<file path="config.mk">
export PLATFORM = sky130hd
export DESIGN_NAME = three_marker_byte_deframer_unit
export DESIGN_NICKNAME = d
export VERILOG_FILES = /design/src/tmbd_pkg.sv /design/src/tmbd_cell.sv /design/src/three_marker_byte_deframer_unit.sv
export SDC_FILE = /design/constraint.sdc
export NUM_CORES = 1
export LEC_CHECK = 0
export BUFFER_PORTS_ARGS = -buffer_cell sky130_fd_sc_hd__clkbuf_2
export CORE_MARGIN = 3
export CORE_UTILIZATION = 53
export DETAILED_ROUTE_END_ITERATION = 16
export GPL_TIMING_DRIVEN = 0
export PLACE_DENSITY = 0.82
export SYNTH_ARGS = -nofsm -noshare
export SYNTH_HDL_FRONTEND = slang
export SYNTH_SLANG_ARGS = --single-unit
</file>
<file path="constraint.sdc">
create_clock -name clk -period 2.6 [get_ports clk]
set_clock_uncertainty 0.1 [all_clocks]
set_input_delay 0.26 -clock clk [delete_from_list [all_inputs] [get_ports clk]]
set_output_delay 0.26 -clock clk [all_outputs]
set_load 0.01 [all_outputs]
</file>
<file path="src/tmbd_pkg.sv">
// package for the three marker byte deframer
// holds the phase encoding, cell match flags and register reset values; no dependencies
`default_nettype none
package tmbd_pkg;

  localparam int unsigned REG_BYTES = 5;
  localparam int unsigned REG_W     = 8 * REG_BYTES;

  localparam logic [REG_W-1:0] HDR_RESET = 40'h5554535251;
  localparam logic [REG_W-1:0] SEP_RESET = 40'h3536373839;
  localparam logic [REG_W-1:0] TRL_RESET = 40'h2122232425;

  typedef enum logic [1:0] {
    CFG_HDR = 2'd0,
    CFG_SEP = 2'd1,
    CFG_TRL = 2'd2
  } cfg_idx_t;

  typedef enum logic [2:0] {
    PH_HUNT = 3'b001,
    PH_JSON = 3'b010,
    PH_DATA = 3'b100
  } phase_t;

  typedef struct packed {
    logic hdr;
    logic sep;
    logic trl;
  } match_t;

endpackage
`default_nettype wire

</file>
<file path="src/tmbd_cell.sv">
// one byte cell of the marker window: holds a byte and its fill bit
// compares the byte it takes against the three marker bytes; uses tmbd_pkg
`default_nettype none
module tmbd_cell (
  input  wire logic            clk,
  input  wire logic            rst_n,
  input  wire logic            shift_en,
  input  wire logic            clear,
  input  wire logic [7:0]      din,
  input  wire logic            vin,
  input  wire logic [7:0]      pat_hdr,
  input  wire logic [7:0]      pat_sep,
  input  wire logic [7:0]      pat_trl,
  output logic      [7:0]      dout,
  output logic                 vout,
  output tmbd_pkg::match_t     match
);

  logic [7:0] byte_r;
  logic       valid_r;

  always_comb begin
    match.hdr = (din == pat_hdr);
    match.sep = (din == pat_sep);
    match.trl = (din == pat_trl);
  end

  always_ff @(posedge clk) begin
    if (!rst_n) begin
      valid_r <= 1'b0;
    end else if (shift_en) begin
      valid_r <= clear ? 1'b0 : vin;
    end
  end

  always_ff @(posedge clk) begin
    if (shift_en) begin
      byte_r <= din;
    end
  end

  assign dout = byte_r;
  assign vout = valid_r;

endmodule
`default_nettype wire

</file>
<file path="src/three_marker_byte_deframer_unit.sv">
// three marker byte deframer: row of byte cells plus frame phase control
// results are registered: each shows in the cycle after the transfer that makes it
// throughput one byte per cycle; the input stalls only while a result waits on a stalled output
// reset clears the window, the phase (hunting) and the output; marker registers take defaults
// depends on tmbd_pkg and tmbd_cell
`default_nettype none
module three_marker_byte_deframer_unit #(
  parameter int unsigned MARKER_BYTES = 5
) (
  input  wire logic        clk,
  input  wire logic        rst_n,
  input  wire logic        in_valid,
  output logic             in_stall,
  input  wire logic [7:0]  in_rx_byte,
  output logic             out_valid,
  input  wire logic        out_stall,
  output logic             out_byte_valid,
  output logic [7:0]       out_payload_byte,
  output logic             out_section,
  output logic             out_section_end,
  input  wire logic        cfg_valid,
  output logic             cfg_ready,
  input  wire logic [1:0]  cfg_index,
  input  wire logic [tmbd_pkg::REG_W-1:0] cfg_data
);

  localparam int unsigned N = MARKER_BYTES;

  logic [tmbd_pkg::REG_W-1:0] hdr_pat_r, sep_pat_r, trl_pat_r;
  tmbd_pkg::phase_t phase_r, phase_nxt;

  logic [7:0]  dchain [0:N];
  logic [N:0]  vchain;
  logic [N-1:0] hdr_v, sep_v, trl_v;

  logic accept, clear, full, pushed, hit_hdr, hit_sep, hit_trl;
  logic res, res_bv, res_sec, res_end;
  logic [7:0] res_byte;

  logic       out_valid_r, out_valid_nxt;
  logic       bv_r, sec_r, end_r;
  logic [7:0] byte_r;

  assign cfg_ready = 1'b1;

  always_ff @(posedge clk) begin
    if (!rst_n) begin
      hdr_pat_r <= tmbd_pkg::HDR_RESET;
      sep_pat_r <= tmbd_pkg::SEP_RESET;
      trl_pat_r <= tmbd_pkg::TRL_RESET;
    end else if (cfg_valid) begin
      case (cfg_index)
        tmbd_pkg::CFG_HDR: hdr_pat_r <= cfg_data;
        tmbd_pkg::CFG_SEP: sep_pat_r <= cfg_data;
        tmbd_pkg::CFG_TRL: trl_pat_r <= cfg_data;
        default: ;
      endcase
    end
  end

  assign in_stall = out_valid_r && out_stall;
  assign accept   = in_valid && !in_stall;

  assign dchain[0] = in_rx_byte;
  assign vchain[0] = 1'b1;

  genvar i;
  generate
    for (i = 0; i < N; i++) begin : g_cell
      logic [7:0] ph, ps, pt;
      tmbd_pkg::match_t m;
      if (i < tmbd_pkg::REG_BYTES) begin : g_pat
        assign ph = hdr_pat_r[8*i +: 8];
        assign ps = sep_pat_r[8*i +: 8];
        assign pt = trl_pat_r[8*i +: 8];
      end else begin : g_zero
        assign ph = 8'h00;
        assign ps = 8'h00;
        assign pt = 8'h00;
      end
      tmbd_cell u_cell (
        .clk      (clk),
        .rst_n    (rst_n),
        .shift_en (accept),
        .clear    (clear),
        .din      (dchain[i]),
        .vin      (vchain[i]),
        .pat_hdr  (ph),
        .pat_sep  (ps),
        .pat_trl  (pt),
        .dout     (dchain[i+1]),
        .vout     (vchain[i+1]),
        .match    (m)
      );
      assign hdr_v[i] = m.hdr;
      assign sep_v[i] = m.sep;
      assign trl_v[i] = m.trl;
    end
  endgenerate

  // window full after this byte, byte leaving the window
  assign full    = vchain[N-1];
  assign pushed  = vchain[N];
  assign hit_hdr = full && (&hdr_v);
  assign hit_sep = full && (&sep_v) && (phase_r == tmbd_pkg::PH_JSON);
  assign hit_trl = full && (&trl_v) && (phase_r == tmbd_pkg::PH_DATA);

  always_comb begin
    phase_nxt = phase_r;
    clear     = 1'b0;
    res       = 1'b0;
    res_bv    = pushed;
    res_byte  = dchain[N];
    res_sec   = (phase_r == tmbd_pkg::PH_DATA);
    res_end   = 1'b0;
    case (phase_r)
      tmbd_pkg::PH_JSON, tmbd_pkg::PH_DATA: begin
        if (hit_hdr) begin
          clear = 1'b1;
          res   = pushed;
        end else if (hit_sep || hit_trl) begin
          clear     = 1'b1;
          res       = 1'b1;
          res_end   = 1'b1;
          res_byte  = pushed ? dchain[N] : 8'h00;
          phase_nxt = hit_sep ? tmbd_pkg::PH_DATA : tmbd_pkg::PH_HUNT;
        end else begin
          res = pushed;
        end
      end
      default: begin
        phase_nxt = tmbd_pkg::PH_HUNT;
        if (hit_hdr) begin
          clear     = 1'b1;
          phase_nxt = tmbd_pkg::PH_JSON;
        end
      end
    endcase
  end

  always_ff @(posedge clk) begin
    if (!rst_n) begin
      phase_r <= tmbd_pkg::PH_HUNT;
    end else if (accept) begin
      phase_r <= phase_nxt;
    end
  end

  always_comb begin
    out_valid_nxt = out_valid_r && out_stall;
    if (accept && res) begin
      out_valid_nxt = 1'b1;
    end
  end

  always_ff @(posedge clk) begin
    if (!rst_n) begin
      out_valid_r <= 1'b0;
    end else begin
      out_valid_r <= out_valid_nxt;
    end
  end

  always_ff @(posedge clk) begin
    if (accept && res) begin
      bv_r   <= res_bv;
      byte_r <= res_byte;
      sec_r  <= res_sec;
      end_r  <= res_end;
    end
  end

  assign out_valid        = out_valid_r;
  assign out_byte_valid   = bv_r;
  assign out_payload_byte = byte_r;
  assign out_section      = sec_r;
  assign out_section_end  = end_r;

endmodule
`default_nettype wire

</file>
==> results.py, run 1 <==
metrics = {
    "cts": {
        "cts_tree": "built",
        "clkSlewWorstSetupHoldPaths_ns": 0.07,
        "cts-htree-levels": 4,
        "numCtsBuffers": 17,
        "cts_sinks": 180,
        "clk_path_buf_depth": 2,
        "clkLatencyLatePin_ns": 0.44,
        "root_buffer": "clkbuf_16",
    },
    "floorplanning": {
        "core-area_mm2": 0.0140,
        "die_area_mm2": 0.0159,
        "die_y_um": 126,
        "start_util_pct": 54.6,
        "rows": 43,
        "die_w_um": 126,
        "ioPinCount": 69,
    },
    "power_and_ir_drop": {
        "p_comb_share_pct": 11.4,
        "swShare_pct": 25.7,
        "p_total_mw": 6.49,
        "p_sw_mw": 1.67,
        "clkPwrFrac_pct": 40.5,
        "p_int_mw": 4.83,
        "sequentialPowerShare_pct": 48.1,
        "ir_worst_vdd_v": 0.000711,
        "p_per_area_mw_per_mm2": 659,
        "p_leak_nw": 3.93,
    },
    "finish": {
        "drive_gt1_share_pct": 19.0,
        "areaGrowthSynthToFinish_pct": 29.1,
        "instances_no_fill": 1195,
        "diodes": 0,
        "final_util_pct": 70.5,
        "final_nets": 1057,
        "final_area_mm2": 0.00986,
        "multiInputGateArea_mm2": 0.00356,
        "fillers": 1027,
        "register_area_mm2": 0.00411,
    },
    "sta": {
        "whs_ns": 0.00783,
        "tns_ns": -2.14,
        "finalMaxSlewViolations": 0,
        "finalCritPeriodShare_pct": 107,
        "worst_slack_ns": -0.175,
        "hold_viol": 0,
        "setup_viol_count_final": 18,
        "rsz0062_at_grt": "yes",
        "period_needed_ns": 2.77,
        "fmax_mhz": 360,
        "relSlewSlack_pct": 37.3,
        "worstMarginPinSlew_ns": 0.941,
    },
    "routing": {
        "ant_nets": 0,
        "drtPass1Iterations": 6,
        "vias": 6920,
        "drc": 0,
        "wire_per_inst_um": 20.7,
        "routed_wirelength_mm": 24.7,
        "viasPerCell": 5.79,
        "drt_iter0_drc": 821,
    },
    "synth": {
        "synth_nets": 883,
        "synth-compound-area-share_pct": 7.63,
        "synth_flop_cell": "dfxtp_1",
        "ys_seq_area_share_pct": 53.9,
        "synth_edf_count": 51,
        "synth_warnings": 0,
        "synthDistinctLibCells": 44,
        "synth_simple_gate_area_share_pct": 23.3,
        "synth_xor_area_share_pct": 12.4,
        "synthAdderAreaFrac_pct": 0,
        "ys_seq_elements": 180,
        "synth_top_family_by_area": "simple AND/OR/NAND/NOR gates",
        "muxShareOfSynthArea_pct": 0,
        "syn_area_mm2": 0.00764,
        "syn_avg_cell_area_um2": 9.22,
        "synthCells": 828,
        "synth-async-reset-ratio_pct": 0,
    },
    "global_route": {
        "antenna_found_initial": 0,
        "grt_pass1_vias": 6464,
        "grt_max_degree": 38,
        "gr-total-overflow": 0,
        "grt_first_pass_wirelength_mm": 36.2,
        "grt_usage_pct": 30.6,
    },
    "place": {
        "placed_area_mm2": 0.00823,
        "dp_slack_ns": -0.619,
        "gp_congestion": 0.999,
        "port_buffers": 67,
        "dp_cells": 1076,
        "dpl.hpwl_mm": 16.5,
    },
    "setup_path": {
        "critical_path_arrival_ns": 2.82,
        "cp_max_fo": 11,
        "critPathSlowestCell": "or4_4",
        "worstPathRequired_ns": 2.64,
        "cp-end-kind": "flop",
        "critPathMaxStageDelay_ns": 0.58,
        "critPathLaunchType": "flop",
        "path_cells": "xor2_1, nor4_2, buf_4, nand4_1, or4_4, a21oi_4, o21ai_2, nor2_4, buf_12",
        "critPathKind": "reg -> reg",
    },
    "min_path": {
        "hold_class": "in -> reg",
    },
    "status": {
        "violations": "setup timing",
        "outcome": "finished, violations left",
    },
    "run": {
        "drv_cap": 0,
    },
}
-- worst max-delay path: cells and delay by family, from the launching register on --
kind,cells,cell delay [ns]
AOI/OAI and AO/OA,2,0.26
xor gates and xnor gates,1,0.19
buffers and inverters,2,0.34
DFF,1,0.46
and+or+nand+nor,4,1.13
-- path summary, 6_finish.rpt --
check	to	from	slack, ns	cells past startpoint
setup / recovery	out_payload_byte[7]	g_cell[3].u_cell.dout[5]	-0.17	9
hold / removal	out_valid	in_valid	0.008	3
setup reg to reg	out_payload_byte[7]	g_cell[3].u_cell.dout[5]	-0.17	9
hold reg to reg	sep_pat_r[33]	sep_pat_r[33]	0.36	2
-- flip-flops by register name (all words and copies together) (netlist names) --
signal,cells
phase_r,3
out_section,1
g_cell.u_cell.vout,5
out_payload_byte,8
sep_pat_r,40
trl_pat_r,40
out_valid,1
out_section_end,1
g_cell.u_cell.dout,40
hdr_pat_r,40
out_byte_valid,1
-- layout by cell type (no fill, tap or decap), drive strengths merged, types with 26 or more instances in the layout --
cell / instances
nand3: 55
dfxtp: 129
a21oi: 78
dlygate4sd3: 43
edfxtp: 51
clkbuf: 127
xor2: 98
buf: 50
nand2: 254
nor4: 26
-- per-layer routing --
| layer | global-route usage (%) | up-vias | part of all wire [%] | wire (um) |
|---|---|---|---|---|
| met4 | 17.0 | 0 | 5.5 | 1350 |
| li1 | - | 3126 | - | - |
| met1 | 38.8 | 3240 | 37 | 9190 |
| met3 | 7.68 | 94 | 11 | 2710 |
| met2 | 47.8 | 460 | 46 | 11400 |
| met5 | 0 | - | 0 | 0 |
-- cells by family after synthesis --
family,Yosys count
buf+inv,56
flops,180
other cells,1
xor+xnor,108
simple gates,385
compound gates,98
-- power by group through the flow --
stage | logic, mW | clock network, mW | registers [mW]
2_1_floorplan | 0.325 | 0 | 3.16
3_3_place_gp | 0.547 | 0 | 3.19
3_5_place_dp | 0.559 | 0 | 3.19
4_1_cts | 0.641 | 2.64 | 3.13
5_1_grt | 0.784 | 2.74 | 3.13
6_report | 0.740 | 2.63 | 3.13
-- cells in the mapped netlist (all sizes together) (2+ instances only) --
| cell | number | share of area [%] |
|---|---|---|
| inv | 14 | 0.69 |
| nor3 | 4 | 0.26 |
| clkbuf | 37 | 1.8 |
| nor4 | 26 | 2.9 |
| nor2 | 5 | 0.25 |
| o22ai | 3 | 0.25 |
| or4 | 2 | 0.29 |
| xnor2 | 10 | 1.1 |
| a21oi | 78 | 5.3 |
| a2111oi | 3 | 0.61 |
| xor2 | 98 | 11 |
| buf | 5 | 0.29 |
| and3b | 2 | 0.23 |
| dfxtp | 129 | 34 |
| nor3b | 2 | 0.20 |
| o21ai | 5 | 0.33 |
| nand3b | 3 | 0.29 |
| edfxtp | 51 | 20 |
| and2b | 3 | 0.29 |
| nand2 | 254 | 12 |
| nor2b | 15 | 1.3 |
| o221a | 2 | 0.29 |
| nand4 | 9 | 0.74 |
| nand3 | 55 | 3.6 |
-- cell type report --
class,count,area share [%]
buffer,42,1.64
clock inverter,9,0.888
clock buffer,23,5.29
multi-input combinational,592,36.1
timing repair buffer,155,11.6
tap,180,2.28
inverter,14,0.533
sequential,180,41.7
-- what timing repair did --
item | in CTS | in global routing
pin swaps | 14 | 25
hold endpoints to repair | 108 | 0
resized for setup | 14 | 26
hold buffers | 43 | 0
endpoints found under the setup margin | 25 | 28
setup buffers | 10 | 34
(Power assumes the default switching activity.)
==> run 2: changes to the inputs <==
--- a/config.mk
+++ b/config.mk
@@ -11,6 +11,7 @@
 export DETAILED_ROUTE_END_ITERATION = 16
 export GPL_TIMING_DRIVEN = 0
 export PLACE_DENSITY = 0.82
+export SKIP_CTS_REPAIR_TIMING = 1
 export SYNTH_ARGS = -nofsm -noshare
 export SYNTH_HDL_FRONTEND = slang
 export SYNTH_SLANG_ARGS = --single-unit
==> constraint.sdc (replaced) <==
create_clock -name clk -period 2.6 [get_ports clk]
set_clock_uncertainty 0.1 [all_clocks]
set_input_delay 0.26 -clock clk [delete_from_list [all_inputs] [get_ports clk]]
set_output_delay 0.26 -clock clk [all_outputs]
set_load 0.005 [all_outputs]
==> run 2 against run 1 <==
The flow finishes with violations (hold timing, setup timing). Final area down 5.8%. Die area did not move. Final cell count fell by 4.5%. Sequential power hardly changed. Total power shrank 1.4%. Via count decreased by 3.9%. Routed wire length fell by 4.3%. Worst setup slack worse by 0.10 ns. Count of clock-buffer cells in the layout unchanged. Combinational power shrank 13%. Core utilization down 4.1 points. Non-clock buffer count shrank 55. Largest power group unchanged.
==> results.py, run 2 (same netlist as run 1, synthesis figures left out) <==
metrics = {
    "routing": {
        "routed_wirelength_mm": 23.6,
        "drt_iter0_drc": 790,
        "drtPass1Iterations": 8,
        "vias": 6652,
        "drc": 0,
        "ant_nets": 0,
        "viasPerCell": 5.83,
        "wire_per_inst_um": 20.7,
    },
    "finish": {
        "final_common_cell": "nand2_1",
        "diodes": 0,
        "fillers": 1124,
        "final_cell_mix": "254 x nand2_1, 129 x dfxtp_1, 98 x xor2_1",
        "final_nets": 1003,
        "areaGrowthSynthToFinish_pct": 21.6,
        "drive_gt1_share_pct": 15.8,
        "instances_no_fill": 1141,
    },
    "setup_path": {
        "cp-end-kind": "flop",
        "critical_path_arrival_ns": 2.89,
        "crit_family": "simple AND/OR/NAND/NOR gates",
        "cp.buffers_inverters": 0,
        "path_cells": "xor2_1, nor4_2, nand4_1, or4_4, a21oi_4, o21ai_4, nor2_4",
        "critPathSlowestCell": "or4_4",
        "critPathMaxStageDelay_ns": 0.55,
        "critPathKind": "reg -> reg",
        "cp_max_fo": 6,
        "worstPathRequired_ns": 2.62,
        "critPathLaunchType": "flop",
    },
    "place": {
        "port_buffers": 67,
        "gp_congestion": 0.999,
        "dp_slack_ns": -0.619,
        "dp_cells": 1076,
        "dpl.hpwl_mm": 16.5,
    },
    "power_and_ir_drop": {
        "sequentialPowerShare_pct": 48.9,
        "p_sw_mw": 1.64,
        "p_total_mw": 6.40,
        "p_leak_nw": 3.66,
        "ir_worst_vdd_v": 0.000687,
        "p_int_mw": 4.77,
        "swShare_pct": 25.6,
        "clkPwrFrac_pct": 41.1,
        "p_comb_share_pct": 10.0,
        "p_per_area_mw_per_mm2": 690,
    },
    "sta": {
        "setup_viol_count_final": 21,
        "whs_ns": -0.0225,
        "tns_ns": -3.39,
        "worstMarginPinSlew_ns": 0.869,
        "hold_viol": 23,
        "relSlewSlack_pct": 42.1,
        "finalMaxSlewViolations": 0,
        "period_needed_ns": 2.88,
        "finalCritPeriodShare_pct": 111,
        "fmax_mhz": 347,
        "worst_slack_ns": -0.278,
        "rsz0062_at_grt": "yes",
    },
    "global_route": {
        "grt_pass1_vias": 6042,
        "antenna_found_initial": 0,
        "gr-total-overflow": 0,
        "grt_first_pass_wirelength_mm": 34.3,
        "grt_max_degree": 38,
        "grt_usage_pct": 29.1,
    },
    "cts": {
        "root_buffer": "clkbuf_16",
        "clkSlewWorstSetupHoldPaths_ns": 0.07,
        "cts_sinks": 180,
        "clk_path_buf_depth": 2,
        "numCtsBuffers": 17,
        "cts-htree-levels": 4,
        "cts_tree": "built",
        "clkLatencyLatePin_ns": 0.44,
    },
    "floorplanning": {
        "ioPinCount": 69,
        "rows": 43,
        "core-area_mm2": 0.0140,
        "die_area_mm2": 0.0159,
        "die_y_um": 126,
        "start_util_pct": 54.6,
        "die_w_um": 126,
    },
    "status": {
        "violations": "hold timing, setup timing",
        "outcome": "finished, violations left",
    },
    "run": {
        "drv_cap": 0,
    },
    "min_path": {
        "hold_class": "in -> reg",
    },
}
[run 2: cell count changes in the layout (fill, tap and decap cells not counted), moves of 2 or more]
cell           before  now
buf_4              41   13
xor2_1             94   98
xor2_2              4    0
buf_6               3    0
dlygate4sd3_1      43   20
nor4_4              6    4
nor4_1              3    5
[run 2: worst min-delay path, stage by stage]
cell and delay, ns:
clkbuf_2 0.10, nand2_1 0.05, nand3_1 0.06
[run 2: stage by stage]
step	utilization [%]	instance area, um2
after floorplan	-	7640
after global placement	58.7	8210
after detailed placement	58.8	8230
after CTS	63.2	8830
after global routing	66.4	9280
final	66.4	9280
[run 2: worst paths after layout]
path                            startpoint             endpoint  slack (ns)  cells after the start
setup / recovery  g_cell[3].u_cell.dout[3]  out_payload_byte[7]       -0.28                      7
hold / removal                 cfg_data[3]         sep_pat_r[3]       -0.02                      3
setup reg to reg  g_cell[3].u_cell.dout[3]  out_payload_byte[7]       -0.28                      7
hold reg to reg              sep_pat_r[33]        sep_pat_r[33]        0.36                      2
[run 2: cell type report]
type | count | area, um2 | share of cell area (%)
flip-flops and latches | 180 | 4110 | 44.3
multi-input cells | 593 | 3480 | 37.4
repair buffers | 100 | 646 | 6.95
clock buffers | 23 | 522 | 5.62
well taps | 180 | 225 | 2.43
plain buffers | 42 | 161 | 1.74
clock inverters | 9 | 87.6 | 0.943
inverters | 14 | 52.6 | 0.566
[run 2: power by group through the flow]
stage	combinational, mW	sequential, mW	clock, mW
after floorplan	0.325	3.16	0
after global placement	0.547	3.19	0
after detailed placement	0.559	3.19	0
after CTS	0.564	3.13	2.64
after global routing	0.685	3.14	2.74
final	0.641	3.13	2.63
[run 2: metal layers]
layer / track usage, % / wire [um] / up-vias
met5: 0 / 0 / -
met4: 14.6 / 1210 / 0
met3: 8.02 / 2510 / 99
met2: 45.7 / 10800 / 421
met1: 37.1 / 9040 / 3100
li1: - / - / 3032
==> run 3: changes to the inputs <==
--- a/config.mk
+++ b/config.mk
@@ -12,6 +12,7 @@
 export GPL_TIMING_DRIVEN = 0
 export PLACE_DENSITY = 0.82
 export SKIP_CTS_REPAIR_TIMING = 1
+export SKIP_LAST_GASP = 1
 export SYNTH_ARGS = -nofsm -noshare
 export SYNTH_HDL_FRONTEND = slang
 export SYNTH_SLANG_ARGS = --single-unit
==> run 3 against run 2 <==
The flow still finishes with violations (hold timing, setup timing). Clock power about the same. Routed wire length up 0.22%. Critical path depth stayed put. Sequential power barely moved. Sequential share of layout area grew 0.054 points. Core utilization decreased by 0.080 points. Combinational power hardly changed. Total power down 0.14%. Largest power group unchanged.
==> results.py, run 3 (same netlist as run 1, synthesis figures left out) <==
metrics = {
    "power_and_ir_drop": {
        "p_leak_nw": 3.65,
        "ir_worst_vdd_v": 0.000684,
        "p_per_area_mw_per_mm2": 689,
    },
    "place": {
        "dpl.hpwl_mm": 16.5,
        "placed_area_mm2": 0.00823,
        "gp_congestion": 0.999,
        "port_buffers": 67,
    },
    "cts": {
        "clkSlewWorstSetupHoldPaths_ns": 0.07,
        "cts-htree-levels": 4,
        "root_buffer": "clkbuf_16",
        "clkLatencyLatePin_ns": 0.43,
        "clk_path_buf_depth": 2,
        "numCtsBuffers": 17,
        "cts_tree": "built",
        "cts_sinks": 180,
    },
    "setup_path": {
        "startpoint": "g_cell[3].u_cell.dout[3]",
        "r2r-end": "out_payload_byte[7]",
        "cp-end-kind": "flop",
        "cp_max_fo": 6,
        "reg2reg_slack_ns": -0.26,
        "r2r-start": "g_cell[3].u_cell.dout[3]",
        "worstRegToRegCells": 7,
        "endpoint": "out_payload_byte[7]",
        "critical_path_arrival_ns": 2.87,
        "critPathLaunchType": "flop",
        "worstPathRequired_ns": 2.61,
        "critPathKind": "reg -> reg",
    },
    "min_path": {
        "whs_path_depth": 3,
        "hold_path.startpoint": "cfg_data[3]",
        "hold_class": "in -> reg",
    },
    "sta": {
        "finalCritPeriodShare_pct": 110,
        "finalMaxSlewViolations": 0,
        "hold_viol": 18,
        "relSlewSlack_pct": 44.0,
        "rsz0062_at_grt": "yes",
        "worstMarginPinSlew_ns": 0.840,
        "fmax_mhz": 350,
        "setup_viol_count_final": 20,
        "worst_slack_ns": -0.256,
        "period_needed_ns": 2.86,
        "whs_ns": -0.0214,
    },
    "routing": {
        "top_layer_used": "met4",
        "drc": 0,
        "drtPass1Iterations": 6,
        "met1Wirelength_mm": 9.00,
        "ant_nets": 0,
        "drt_iter0_drc": 792,
        "wl_met3_mm": 2.61,
        "viasPerCell": 5.72,
        "wire_per_inst_um": 20.7,
        "vias": 6529,
        "routed_wirelength_mm": 23.7,
        "wl_met2_mm": 11.0,
    },
    "global_route": {
        "grt_pass1_vias": 6042,
        "antenna_found_initial": 0,
        "grt_usage_pct": 29.1,
        "grt_max_degree": 38,
        "gr-total-overflow": 0,
        "grt_first_pass_wirelength_mm": 34.3,
    },
    "finish": {
        "final_cell_mix": "254 x nand2_1, 129 x dfxtp_1, 98 x xor2_1",
        "diodes": 0,
        "final_nets": 1003,
        "areaGrowthSynthToFinish_pct": 21.4,
        "drive_gt1_share_pct": 15.6,
        "final_area_mm2": 0.00927,
        "final_common_cell": "nand2_1",
    },
    "status": {
        "outcome": "finished, violations left",
        "violations": "hold timing, setup timing",
    },
    "floorplanning": {
        "die_area_mm2": 0.0159,
        "die_w_um": 126,
        "rows": 43,
        "core-area_mm2": 0.0140,
        "start_util_pct": 54.6,
        "die_y_um": 126,
        "ioPinCount": 69,
    },
    "run": {
        "drv_cap": 0,
    },
}
-- run 3: cell type report --
type / count / area [um2]
buffer: 42 / 161
clock buffer: 23 / 522
clock inverter: 9 / 87.6
fill: 1127 / 4720
inverter: 14 / 52.6
multi-input combinational: 593 / 3460
sequential: 180 / 4110
tap: 180 / 225
timing repair buffer: 100 / 646
-- run 3: stage by stage --
stage | total power, mW | setup TNS, ns | utilization, % | cells | setup slack, ns
5_1_grt | 6.57 | -3.60 | 66.3 | 1141 | -0.271
3_3_place_gp | 3.73 | -10.01 | 58.7 | 1075 | -0.515
3_5_place_dp | 3.75 | -9.79 | 58.8 | 1076 | -0.619
2_1_floorplan | 3.48 | 0 | - | 828 | 0.0616
6_report | 6.39 | -2.92 | 66.3 | 1141 | -0.256
4_1_cts | 6.33 | -10.08 | 63.2 | 1108 | -0.627
-- run 3: layer usage --
metal / up-vias / global-route usage (%)
met4: 0 / 14.6
li1: 3027 / -
met5: - / 0
met3: 84 / 8.02
met1: 3021 / 37.1
met2: 397 / 45.7
-- run 3: worst min path at each step --
| stage | to | slack [ns] |
|---|---|---|
| floorplan | g_cell[0].u_cell.dout[0] | 0.26 |
| global placement | sep_pat_r[33] | 0.34 |
| detailed placement | sep_pat_r[33] | 0.35 |
| CTS | sep_pat_r[3] | -0.03 |
| global route | trl_pat_r[7] | -0.001 |
| finish | sep_pat_r[3] | -0.02 |
-- run 3: critical path, stage by stage (launching register included) --
cell and delay, ns:
edfxtp_1 0.53, xor2_1 0.23, nor4_2 0.42, nand4_1 0.17
or4_4 0.55, a21oi_4 0.23, o21ai_4 0.09, nor2_4 0.21
-- run 3: power by group --
| group | switching, mW | internal (mW) |
|---|---|---|
| combinational | 0.409 | 0.231 |
| clock | 1.10 | 1.52 |
| sequential | 0.121 | 3.01 |
| total | 1.63 | 4.76 |
